### src/rtl/srpd_pkg.sv
// Shared types and constants of the paletted sprite run-length decoder.
package srpd_pkg;

    localparam int PAL_DEPTH = 256;
    localparam int PAL_AW    = 8;
    localparam int RGBA_W    = 32;
    localparam int CNT_W     = 9;
    localparam int DIM_W     = 12;
    localparam int ENC_W     = 2;
    localparam int CFG_IDX_W = 2;

    localparam logic [0:0]       OP_PALETTE   = 1'b0;
    localparam logic [0:0]       OP_DATA      = 1'b1;
    localparam logic [ENC_W-1:0] ENC_RAW      = 2'd0;
    localparam logic [ENC_W-1:0] ENC_TYPE_LEN = 2'd1;
    localparam logic [7:0]       LITERAL_TYPE = 8'hFF;
    localparam logic [2:0]       LITERAL_CODE = 3'd7;

    typedef enum logic [CFG_IDX_W-1:0] {
        REG_ENCODING = 2'd0,
        REG_WIDTH    = 2'd1,
        REG_HEIGHT   = 2'd2
    } t_cfg_reg;

    typedef enum logic [1:0] {
        CMD_WRITE   = 2'd0,
        CMD_SPAN    = 2'd1,
        CMD_LITERAL = 2'd2
    } t_cmd_kind;

    typedef struct packed {
        t_cmd_kind          kind;
        logic [PAL_AW-1:0]  slot;
        logic [RGBA_W-1:0]  rgba;
        logic [CNT_W-1:0]   count;
        logic               last;
    } t_cmd;

endpackage

### src/rtl/srpd_queue.sv
// Short command queue between the parser and the span unit.
module srpd_queue
    import srpd_pkg::*;
#(
    parameter int DEPTH = 4
) (
    input  logic i_clk,
    input  logic i_rst_n,
    input  logic i_push,
    input  t_cmd i_data,
    output logic o_full,
    input  logic i_pop,
    output t_cmd o_data,
    output logic o_empty
);
    localparam int PW = (DEPTH > 1) ? $clog2(DEPTH) : 1;
    localparam int CW = $clog2(DEPTH + 1);

    t_cmd          r_slots [DEPTH];
    logic [PW-1:0] r_head, n_head, r_tail, n_tail;
    logic [CW-1:0] r_count, n_count;

    assign o_full  = (r_count == CW'(DEPTH));
    assign o_empty = (r_count == '0);
    assign o_data  = r_slots[r_head];

    always_comb begin
        n_head  = r_head;
        n_tail  = r_tail;
        n_count = r_count;
        if (i_push) begin
            n_tail = (r_tail == PW'(DEPTH - 1)) ? '0 : r_tail + PW'(1);
        end
        if (i_pop) begin
            n_head = (r_head == PW'(DEPTH - 1)) ? '0 : r_head + PW'(1);
        end
        if (i_push && !i_pop) begin
            n_count = r_count + CW'(1);
        end else if (i_pop && !i_push) begin
            n_count = r_count - CW'(1);
        end
    end

    always_ff @(posedge i_clk) begin
        if (!i_rst_n) begin
            r_head  <= '0;
            r_tail  <= '0;
            r_count <= '0;
        end else begin
            r_head  <= n_head;
            r_tail  <= n_tail;
            r_count <= n_count;
        end
    end

    always_ff @(posedge i_clk) begin
        if (i_push) begin
            r_slots[r_tail] <= i_data;
        end
    end
endmodule

### config.mk
export PLATFORM = sky130hd
export DESIGN_NAME = srpd_queue
export DESIGN_NICKNAME = d
export VERILOG_FILES = /design/src/rtl/srpd_pkg.sv /design/src/rtl/srpd_queue.sv
export SDC_FILE = /design/constraint.sdc
export NUM_CORES = 1
export LEC_CHECK = 0
export BUFFER_PORTS_ARGS = -buffer_cell sky130_fd_sc_hd__buf_2
export CORE_UTILIZATION = 61
export DETAILED_ROUTE_END_ITERATION = 6
export PLACE_DENSITY = 0.84
export SYNTH_ARGS = -nofsm -noshare
export SYNTH_HDL_FRONTEND = slang
export SYNTH_SLANG_ARGS = --single-unit
### constraint.sdc
create_clock -name i_clk -period 4.3 [get_ports i_clk]
set_clock_uncertainty 0.15 [all_clocks]
set_input_delay 0.86 -clock i_clk [delete_from_list [all_inputs] [get_ports i_clk]]
set_output_delay 0.86 -clock i_clk [all_outputs]
set_load 0.01 [all_outputs]
==> results of run 1 <==
## synth_stat cells
library cell | number | area [um^2]
buf_6 | 1 | 11.26
buf_12 | 5 | 100.1
o21a_1 | 1 | 7.510
a21boi_0 | 1 | 7.510
inv_1 | 4 | 15.01
a21oi_1 | 1 | 5.000
mux4_2 | 50 | 1126
nor3b_1 | 3 | 22.52
mux4_1 | 2 | 52.55
clkbuf_1 | 1 | 3.750
and2_1 | 5 | 31.28
nor3_1 | 1 | 5.000
xor2_1 | 1 | 8.760
mux2i_1 | 3 | 30.03
edfxtp_1 | 208 | 6246
nor2_1 | 1 | 3.750
o21ai_0 | 1 | 5.000
ha_1 | 6 | 75.07
xnor2_1 | 1 | 8.760
nor2b_1 | 4 | 25.02
or3_1 | 1 | 6.260
buf_2 | 5 | 25.02
fa_1 | 1 | 20.02
dfxtp_1 | 9 | 180.2
## placed cells by master, fill, tap and decap left out, types with 2 or more instances in the layout
cell type | Yosys | final
mux4_2 | 50 | 50
buf_2 | 5 | 109
and2_2 | 0 | 4
ha_1 | 6 | 6
clkbuf_1 | 1 | 5
buf_4 | 0 | 10
clkbuf_16 | 0 | 21
dfxtp_1 | 9 | 7
nor2b_1 | 4 | 4
diode_2 | 0 | 2
clkinv_1 | 0 | 4
nor3b_1 | 3 | 3
inv_1 | 4 | 4
edfxtp_1 | 208 | 208
mux4_1 | 2 | 2
mux2i_1 | 3 | 3
clkinv_2 | 0 | 6
## worst max-delay path, delay by kind of cell, from the launching register on
kind / cells / cell delay, ns
buffers and inverters: 2 / 0.48
multiplexers: 1 / 0.53
flip-flops: 1 / 0.87
## per-layer routing
metal  wire length, um  vias to the layer above
met3               935                       30
met4               350                        0
met5                 0                        -
met1              5499                     1846
li1                  -                     1610
met2              6678                      118
## report_power, final
| part | switching [mW] | total, mW | internal [mW] |
|---|---|---|---|
| clock | 0.709 | 1.67 | 0.960 |
| sequential | 0.0499 | 2.46 | 2.41 |
| combinational | 0.176 | 0.352 | 0.176 |
## cell type report
cell class	count	share of cell area [%]
Tap cell	172	2.299
Sequential cell	217	68.71
Inverter	4	0.1604
Timing Repair Buffer	119	6.630
Antenna cell	2	0.05347
Clock inverter	12	0.8956
Multi-Input combinational cell	83	15.44
Clock buffer	26	5.815
## stage by stage
step,hold WS (ns),util (%)
2_1_floorplan,0.3224,-
3_3_place_gp,0.3348,68.60
3_5_place_dp,0.3749,68.60
4_1_cts,0.3864,73.53
5_1_grt,0.4237,73.55
6_report,0.3757,73.57
## logic make-up after synthesis
| family | after synthesis | synth area share, % |
|---|---|---|
| simple gates | 15 | 1.170 |
| flops | 217 | 80.11 |
| fa+ha+maj | 7 | 1.185 |
| compound gates | 4 | 0.3119 |
| xor+xnor | 2 | 0.2184 |
| buf+inv | 16 | 1.934 |
| mux | 55 | 15.07 |
## state kept, by name (all words and copies together) (netlist names), named ones only
register	cells
r_head	2
r_tail	2
r_count	3
r_slots	208
## worst min-delay path by stage
| stage | from | slack [ns] | depth (start not counted) | end |
|---|---|---|---|---|
| after detailed placement | r_count[2] | 0.37 | 2 | r_count[2] |
| after global placement | r_count[2] | 0.33 | 2 | r_count[2] |
| final | r_count[2] | 0.38 | 2 | r_count[2] |
| after global routing | i_data[17] | 0.42 | 1 | r_slots[3][17] |
| after CTS | r_count[2] | 0.39 | 2 | r_count[2] |
| after floorplan | r_count[2] | 0.32 | 2 | r_count[2] |
==> summary.txt, run 1 <==
Outcome
  – Status: finished clean

Clock tree
  – Clk_lat worst skew: 0.48 ns
  – # H-tree levels: 1
  – CTS tree: yes
  – CTS Root Cell: clkbuf_16
  – Clock sinks: 217
  – Hold-fix buffers at CTS: 0
  – Setup repair bufs after CTS: 0
  – Post-CTS sizing: 0
  – CTS clk-pin slew, worst paths: 0.06 ns
  – CTS buffer count: 21
  – Clock buffer depth: 3

Global route
  – Grt met2 use: 33.45%
  – First-pass GRT wire length: about 20000 um
  – Met1 Usage GRT: 26.64%
  – Largest net degree at the start of global routing: 41
  – Vias in the first global route: around 3700
  – Tot GR Track Use: 20.29%
  – Met3 GRT Util: 5.864%
  – Busiest grt layer: met2
  – Initial antenna violation count: 3
  – Grt ovf: 0

Critical path
  – Critical-path cell list: buf_4 > mux4_2 > buf_2
  – CP peak stage delay: 0.87 ns
  – Worst Setup EP: o_data[8]
  – Reg2Reg Launch Point: r_tail[1]
  – Setup CP Type: flop to output pin
  – CP arrival: between 2 and 2.5 ns
  – Worst Reg-to-Reg Cells: 3
  – Flop-to-flop setup slack: 2.21 ns
  – Crit path required time: 3.29 ns
  – Worst Setup Start Kind: flop
  – FF-to-FF End: r_slots[3][29]
  – Crit. End Element: output pin
  – Critical-path maximum fanout: 40
  – CP max stage cell: dfxtp_4

Cells and area
  – FILL cells: a little under 800
  – Area of the multi-input gates: 0.001445 mm^2
  – Final Instance Count excl. Fillers: 635
  – Register area: roughly 0.0064 mm^2
  – Layout cells sized above 1: between 40% and 50%
  – Cell area after layout: 0.009360 mm^2
  – Final #Nets: 509
  – Layout area overhead: 16.69%

Pwr
  – Pwr Total: around 4.5 mW
  – Leak: around 3.2 nW
  – Power per cell area: 478.6 mW/mm^2
  – Worst IR Drop VDD: 0.3626 mV

Floorplan
  – Initial core utilization: 63.05%
  – Top-Level Pins: 110
  – Core area: approximately 0.013 mm^2
  – Row cnt: 41
  – Total die area: 0.01361 mm^2
  – Die H: 116.7 um
  – Die span in x: 116.7 um

STA
  – Fmax: 0.2950 GHz
  – TNS Setup: 0 ns
  – Final Hold Vio Count: 0
  – Tcrit/Tclk final: 78.83%
  – Max-slew violations: 0
  – Fin worst setup slack: 0.9104 ns
  – Tmin final: between 3 and 4 ns
  – RSZ-0062 raised after global routing: no
  – Max-slew headroom: 45.63%
  – Final setup fails: 0
  – Worst slew pin tran: 0.8156 ns

Route
  – DRT Pass-1 Iters: 4
  – Wire length after detailed routing: ~13000 um
  – Via density: between 5 and 6
  – DRC: 0
  – DR vias: 3604
  – DR iter-0 viols: 286
  – Drt wl/cell: 21.20 um
  – Antenna-violating nets left: 0

Logic synthesis
  – Ys Warns: 0
  – Netlist cell types: 24
  – Post-synth net total: 379
  – Seq/Total Area, Yosys: between 80 and 90%
  – Seq cells post-synth: between 200 and 250
  – Post-Syn Area per Cell: about 25 um^2
  – Mapped Area: 0.008021 mm^2
  – Instance count of the mapped netlist: roughly 320

Hold path
  – Min-delay worst type: flop to flop

Placed design
  – Detailed-placement wirelength estimate: roughly 8500 um
  – Placed insts: between 500 and 600
  – Pre-CTS setup slack: roughly 1.3 ns
  – Port buffer count: 109
  – Cell Area, Placed: 0.008727 mm^2
  – GPL Wtd Cong: 0.7163

Run
  – Max cap viols: 0
(Power assumes the default switching activity.)
==> run 2, diff against run 1 <==
--- a/config.mk
+++ b/config.mk
@@ -5,10 +5,11 @@
 export SDC_FILE = /design/constraint.sdc
 export NUM_CORES = 1
 export LEC_CHECK = 0
+export ABC_AREA = 1
 export BUFFER_PORTS_ARGS = -buffer_cell sky130_fd_sc_hd__buf_2
-export CORE_UTILIZATION = 61
+export CORE_UTILIZATION = 57
 export DETAILED_ROUTE_END_ITERATION = 6
-export PLACE_DENSITY = 0.84
+export PLACE_DENSITY = 0.79
 export SYNTH_ARGS = -nofsm -noshare
 export SYNTH_HDL_FRONTEND = slang
 export SYNTH_SLANG_ARGS = --single-unit
==> constraint.sdc (replaced) <==
create_clock -name i_clk -period 3.3 [get_ports i_clk]
set_clock_uncertainty 0.15 [all_clocks]
set_input_delay 0.66 -clock i_clk [delete_from_list [all_inputs] [get_ports i_clk]]
set_output_delay 0.66 -clock i_clk [all_outputs]
set_load 0.01 [all_outputs]
==> run 2 against run 1 <==
Effect of this change: area after synthesis grew 1.5%; combinational power grew 63%; synthesized cell count grew 78%; final cell count grew 37%; die area grew 8.5%; largest power group unchanged; highest routed layer is now met5.
==> summary.txt, run 2 <==
Placed design
  – GPL Wtd Cong: between 0.7 and 0.8
  – Pre-CTS setup slack: 0.7045 ns
  – Port buffer count: ~110
  – Detailed-placement wirelength estimate: approximately 9600 um
  – Placed insts: 830

Outcome
  – Status: finished clean

Critical path
  – Critical-path cell list: inv_2 > buf_4 > o21ai_0 > o22ai_1 > buf_2
  – CP peak stage delay: roughly 0.69 ns
  – Crit. End Element: output pin
  – Delay-heaviest family, CP: buffers and inverters
  – CP max stage cell: dfxtp_4
  – CP arrival: roughly 2.3 ns
  – Critical-path maximum fanout: 52
  – Crit path required time: approximately 2.5 ns
  – Worst Setup Start Kind: flop
  – Setup CP Type: flop to output pin
  – Buf/Inv on CP: 3

Floorplan
  – Die H: 121.5 um
  – Row cnt: 43
  – Die span in x: 121.5 um
  – Top-Level Pins: 110
  – Total die area: ~0.015 mm^2
  – Initial core utilization: 58.44%
  – Core area: 0.01393 mm^2

Logic synthesis
  – Netlist cell types: 20
  – Post-synth net total: 624
  – Seq/Total Area, Yosys: 78.91%
  – Largest cells by area after synthesis: edfxtp_1 (77%), o21ai_0 (6.0%), nor2_1 (5.2%), o22ai_1 (4.0%), dfxtp_1 (2.2%)
  – Synth top area share: between 70% and 80%
  – XOR/XNOR Fraction of Synth Area: 0.1075%
  – Seq cells post-synth: 217
  – Ys Warns: 0
  – Instance count of the mapped netlist: 561
  – Post-Synth Adder-Cell Area: approximately 1.2%
  – Largest family of logic cells by synthesized area: compound AO/OA/AOI/OAI gates
  – Simple-Gate Fraction of Synth Area: 5.915%
  – Mapped Area: approximately 0.0081 mm^2
  – Post-synth top cells: edfxtp_1 (208), nor2_1 (112), o21ai_0 (97)
  – Top FF cell, synth: edfxtp_1
  – EDFF count, synth: 208
  – Most used standard cell by instance count after synthesis: edfxtp_1
  – Yosys top cell by area: edfxtp_1
  – Ys async rst share: 0%
  – Post-Syn Area per Cell: 14.52 um^2
  – Synth Area in Compound Gates: a little over a tenth
  – Proportion of synthesized area in mux cells: 0%

STA
  – Fmax: 0.3203 GHz
  – Final Hold Vio Count: 0
  – Fin worst setup slack: about 0.18 ns
  – RSZ-0062 raised after global routing: no
  – Final setup fails: 0
  – Max-slew headroom: 57.37%
  – Max-slew violations: 0
  – Tmin final: 3.122 ns
  – Worst slew pin tran: 0.6385 ns
  – TNS Setup: 0 ns
  – Tcrit/Tclk final: 94.62%

Global route
  – Largest net degree at the start of global routing: 61
  – Grt ovf: 0
  – Initial antenna violation count: 2
  – First-pass GRT wire length: 25900 um
  – Tot GR Track Use: 23.19%
  – Vias in the first global route: approximately 5200

Clock tree
  – Clock sinks: roughly 220
  – CTS tree: yes
  – Setup repair bufs after CTS: 0
  – CTS clk-pin slew, worst paths: 0.06 ns
  – Hold-fix buffers at CTS: 0
  – # H-tree levels: 1
  – Clk_lat worst skew: 0.48 ns
  – Post-CTS sizing: 0
  – CTS Root Cell: clkbuf_16
  – Clock buffer depth: 3
  – CTS buffer count: 22

Route
  – DRC: 0
  – Via density: 5.797
  – DRT Pass-1 Iters: 4
  – DR vias: 5043
  – DR iter-0 viols: 418
  – Drt wl/cell: 19.22 um
  – Antenna-violating nets left: 0
  – Wire length after detailed routing: 16720 um

Cells and area
  – Commonest non-fill, non-tap cells in the layout: edfxtp_1 (208), nor2_1 (112), buf_2 (109)
  – Layout area overhead: 17.22%
  – Layout cells sized above 1: 22.35%
  – Largest registers: r_slots: 208 flops, r_count: 3 flops
  – Final #Nets: about 740
  – Commonest non-fill, non-tap cell in the layout: edfxtp_1
  – Register area: 0.006431 mm^2
  – Final Instance Count excl. Fillers: 870
  – Area of the multi-input gates: 0.001461 mm^2
  – FILL cells: 969
  – Top reg by flops: r_slots
  – Max reg flops: 208

Pwr
  – Power per cell area: around 640 mW/mm^2
  – Worst IR Drop VDD: 0.4605 mV
  – Leak: 3.415 nW

Run
  – Max cap viols: 0

Hold path
  – Min-delay worst type: input port to flop
-- run 2: logic make-up (layout without fill, tap and decap cells) --
logic type      Yosys count  count (layout)
buf+inv                  48             176
flops                   217             217
simple gates            126             126
xor+xnor                  1               1
other cells               0               1
compound gates          162             162
fa+ha+maj                 7               7
-- run 2: worst paths after layout --
check / start / to / slack [ns] / cells after the start
worst max-delay path: flop / o_data[1] / 0.18 / 5
worst min register to register: r_tail[1] / r_tail[1] / 0.40 / 2
worst max register to register: r_tail[0] / r_slots[1][28] / 1.26 / 4
worst min-delay path: i_data[0] / r_slots[2][0] / 0.23 / 1
-- run 2: layout make-up --
class	instances	area share, %
sequential	217	67.37
multi-input combinational	296	15.31
timing repair buffer	121	7.182
clock buffer	28	6.003
tap	180	2.359
clock inverter	11	1.114
inverter	16	0.6422
antenna	1	0.02621
-- run 2: metal layers --
metal | vias to the layer above | routed length [um] | track usage [%]
li1 | 2325 | - | -
met1 | 2507 | 6729 | 29.55
met4 | 2 | 219 | 7.022
met2 | 190 | 8540 | 39.60
met5 | - | 10 | 0
met3 | 19 | 1222 | 5.478
-- run 2: power by group --
part           switching [mW]  leakage (nW)  internal [mW]
sequential             0.0484          1.99           3.15
clock                   0.951         0.326           1.38
combinational           0.373          1.10          0.201
total                    1.37          3.41           4.73
-- run 2: metrics by stage --
stage / total power, mW / area [um^2] / hold slack [ns] / utilization, %
after floorplan: 3.570 / 8144 / 0.3436 / -
after global placement: 3.798 / 8865 / 0.3542 / 63.62
after detailed placement: 3.828 / 8865 / 0.3787 / 63.62
after CTS: 6.139 / 9544 / 0.2168 / 68.49
after global routing: 6.319 / 9547 / 0.2149 / 68.51
final: 6.100 / 9547 / 0.2288 / 68.51
==> run 3, diff against run 2 <==
--- a/config.mk
+++ b/config.mk
@@ -10,6 +10,7 @@
 export CORE_UTILIZATION = 57
 export DETAILED_ROUTE_END_ITERATION = 6
 export PLACE_DENSITY = 0.79
+export REMOVE_ABC_BUFFERS = 1
 export SYNTH_ARGS = -nofsm -noshare
 export SYNTH_HDL_FRONTEND = slang
 export SYNTH_SLANG_ARGS = --single-unit
==> run 3 against run 2 <==
Effect of this change: register-to-register slack improved by 0.16 ns; critical endpoint is now o_data[2]; via count decreased by 1.0%; clock-buffer cell count increased by 1; clock power increased by 2%; sequential cell count unchanged; total power increased by 0.65%; core utilization decreased by 0.099 points; sequential share of layout area increased by 0.097 points; combinational power about the same; non-clock buffer count unchanged; highest routed layer is now met4.
==> summary.txt, run 3 (synthesized netlist as in run 2, its figures left out) <==
Outcome
  – Status: finished clean

Pwr
  – Worst IR Drop VDD: between 0.3 and 0.4 mV
  – Leak: 3.420 nW
  – Pwr Total: 6.140 mW
  – Power per cell area: 644.1 mW/mm^2

Cells and area
  – Commonest non-fill, non-tap cell in the layout: edfxtp_1
  – Layout cells sized above 1: 23.80%
  – Cell area after layout: 0.009533 mm^2
  – Max reg flops: 208
  – Layout area overhead: 17.05%
  – Largest registers: r_slots: 208 flops, r_count: 3 flops
  – Diodes inserted: 0
  – Top reg by flops: r_slots
  – Final #Nets: 737
  – Commonest non-fill, non-tap cells in the layout: edfxtp_1 (208), nor2_1 (112), buf_2 (109)

Critical path
  – Critical-path cell list: clkinv_2 > buf_4 > o21ai_0 > o22ai_1 > buf_2
  – Worst Setup Start Kind: flop
  – Buf/Inv on CP: 3
  – Critical-path maximum fanout: 64
  – Crit path required time: 2.49 ns
  – CP arrival: 2.18 ns
  – CP peak stage delay: 0.53 ns
  – CP max stage cell: buf_4
  – Delay-heaviest family, CP: buffers and inverters
  – Setup CP Type: flop to output pin
  – Flop-to-flop setup slack: 1.42 ns
  – Crit. End Element: output pin

STA
  – Fmax: 0.3342 GHz
  – Final Hold Vio Count: 0
  – Worst slew pin tran: roughly 0.80 ns
  – Max-slew headroom: 46.51%
  – Fin worst setup slack: between 0.3 and 0.4 ns
  – Min Hold Slack: 0.2288 ns
  – TNS Setup: 0 ns
  – Max-slew violations: 0
  – Tmin final: 2.992 ns
  – RSZ-0062 raised after global routing: no
  – Tcrit/Tclk final: roughly nine tenths
  – Final setup fails: 0

Clock tree
  – Hold-fix buffers at CTS: 0
  – Post-CTS sizing: 0
  – CTS buffer count: 22
  – Clock buffer depth: 3
  – CTS Root Cell: clkbuf_16
  – # H-tree levels: 1
  – Clock sinks: 217
  – Setup repair bufs after CTS: 0
  – CTS tree: yes
  – CTS clk-pin slew, worst paths: 0.06 ns
  – Clk_lat worst skew: about 0.49 ns

Global route
  – Largest net degree at the start of global routing: 65
  – Tot GR Track Use: between 20% and 30%
  – Vias in the first global route: 4945
  – Grt ovf: 0
  – Initial antenna violation count: 0
  – First-pass GRT wire length: 24570 um

Route
  – Met2 routed WL: a little over 8000 um
  – DRC: 0
  – Via density: 5.745
  – Antenna-violating nets left: 0
  – Drt wl/cell: 18.79 um
  – Wire length after detailed routing: 16330 um
  – Met1 WL: 6802 um
  – DR iter-0 viols: around 450
  – DR vias: 4992
  – Met3 wire length: about 990 um
  – DRT Pass-1 Iters: 5
  – Top Layer Used: met4

Placed design
  – Port buffer count: 109
  – Detailed-placement wirelength estimate: 9485 um
  – Cell Area, Placed: 0.008828 mm^2
  – Pre-CTS setup slack: about 0.84 ns
  – GPL Wtd Cong: 0.7384

Floorplan
  – Top-Level Pins: 110
  – Initial core utilization: about three fifths
  – Core area: 0.01393 mm^2
  – Die span in x: 121.5 um
  – Row cnt: 43
  – Die H: 121.5 um
  – Total die area: 0.01477 mm^2

Run
  – Max cap viols: 0

Hold path
  – Min-delay worst type: input port to flop
## run 3: final cells by class
type                       count  area, um^2
fill                         951        4402
tap                          180       225.2
inverter                      16       62.56
clock inverter                10       86.33
clock buffer                  29       618.1
sequential                   217        6431
multi-input combinational    296        1461
timing repair buffer         121       648.1
## run 3: worst paths after layout
path | from | endpoint | depth (start not counted)
worst max-delay path | flop | o_data[2] | 5
worst min-delay path | i_data[12] | r_slots[3][12] | 1
worst max register to register | r_tail[0] | r_slots[3][46] | 4
worst min register to register | r_tail[1] | r_tail[1] | 2
## run 3: report_power, final
group | switching, mW | internal, mW | leakage (nW)
sequential | 0.0437 | 3.15 | 1.99
combinational | 0.376 | 0.196 | 1.09
clock | 0.976 | 1.40 | 0.346
total | 1.40 | 4.74 | 3.42
## run 3: per-layer routing
layer,vias to the layer above,track usage [%]
li1,2318,-
met1,2472,28.63
met4,0,8.179
met3,22,4.588
met2,180,37.07
met5,-,0
## run 3: metrics by stage
step / util, % / cells
after floorplan: - / 529
after global routing: 68.41 / 869
final: 68.41 / 869
after global placement: 63.36 / 830
after CTS: 68.41 / 869
after detailed placement: 63.36 / 830
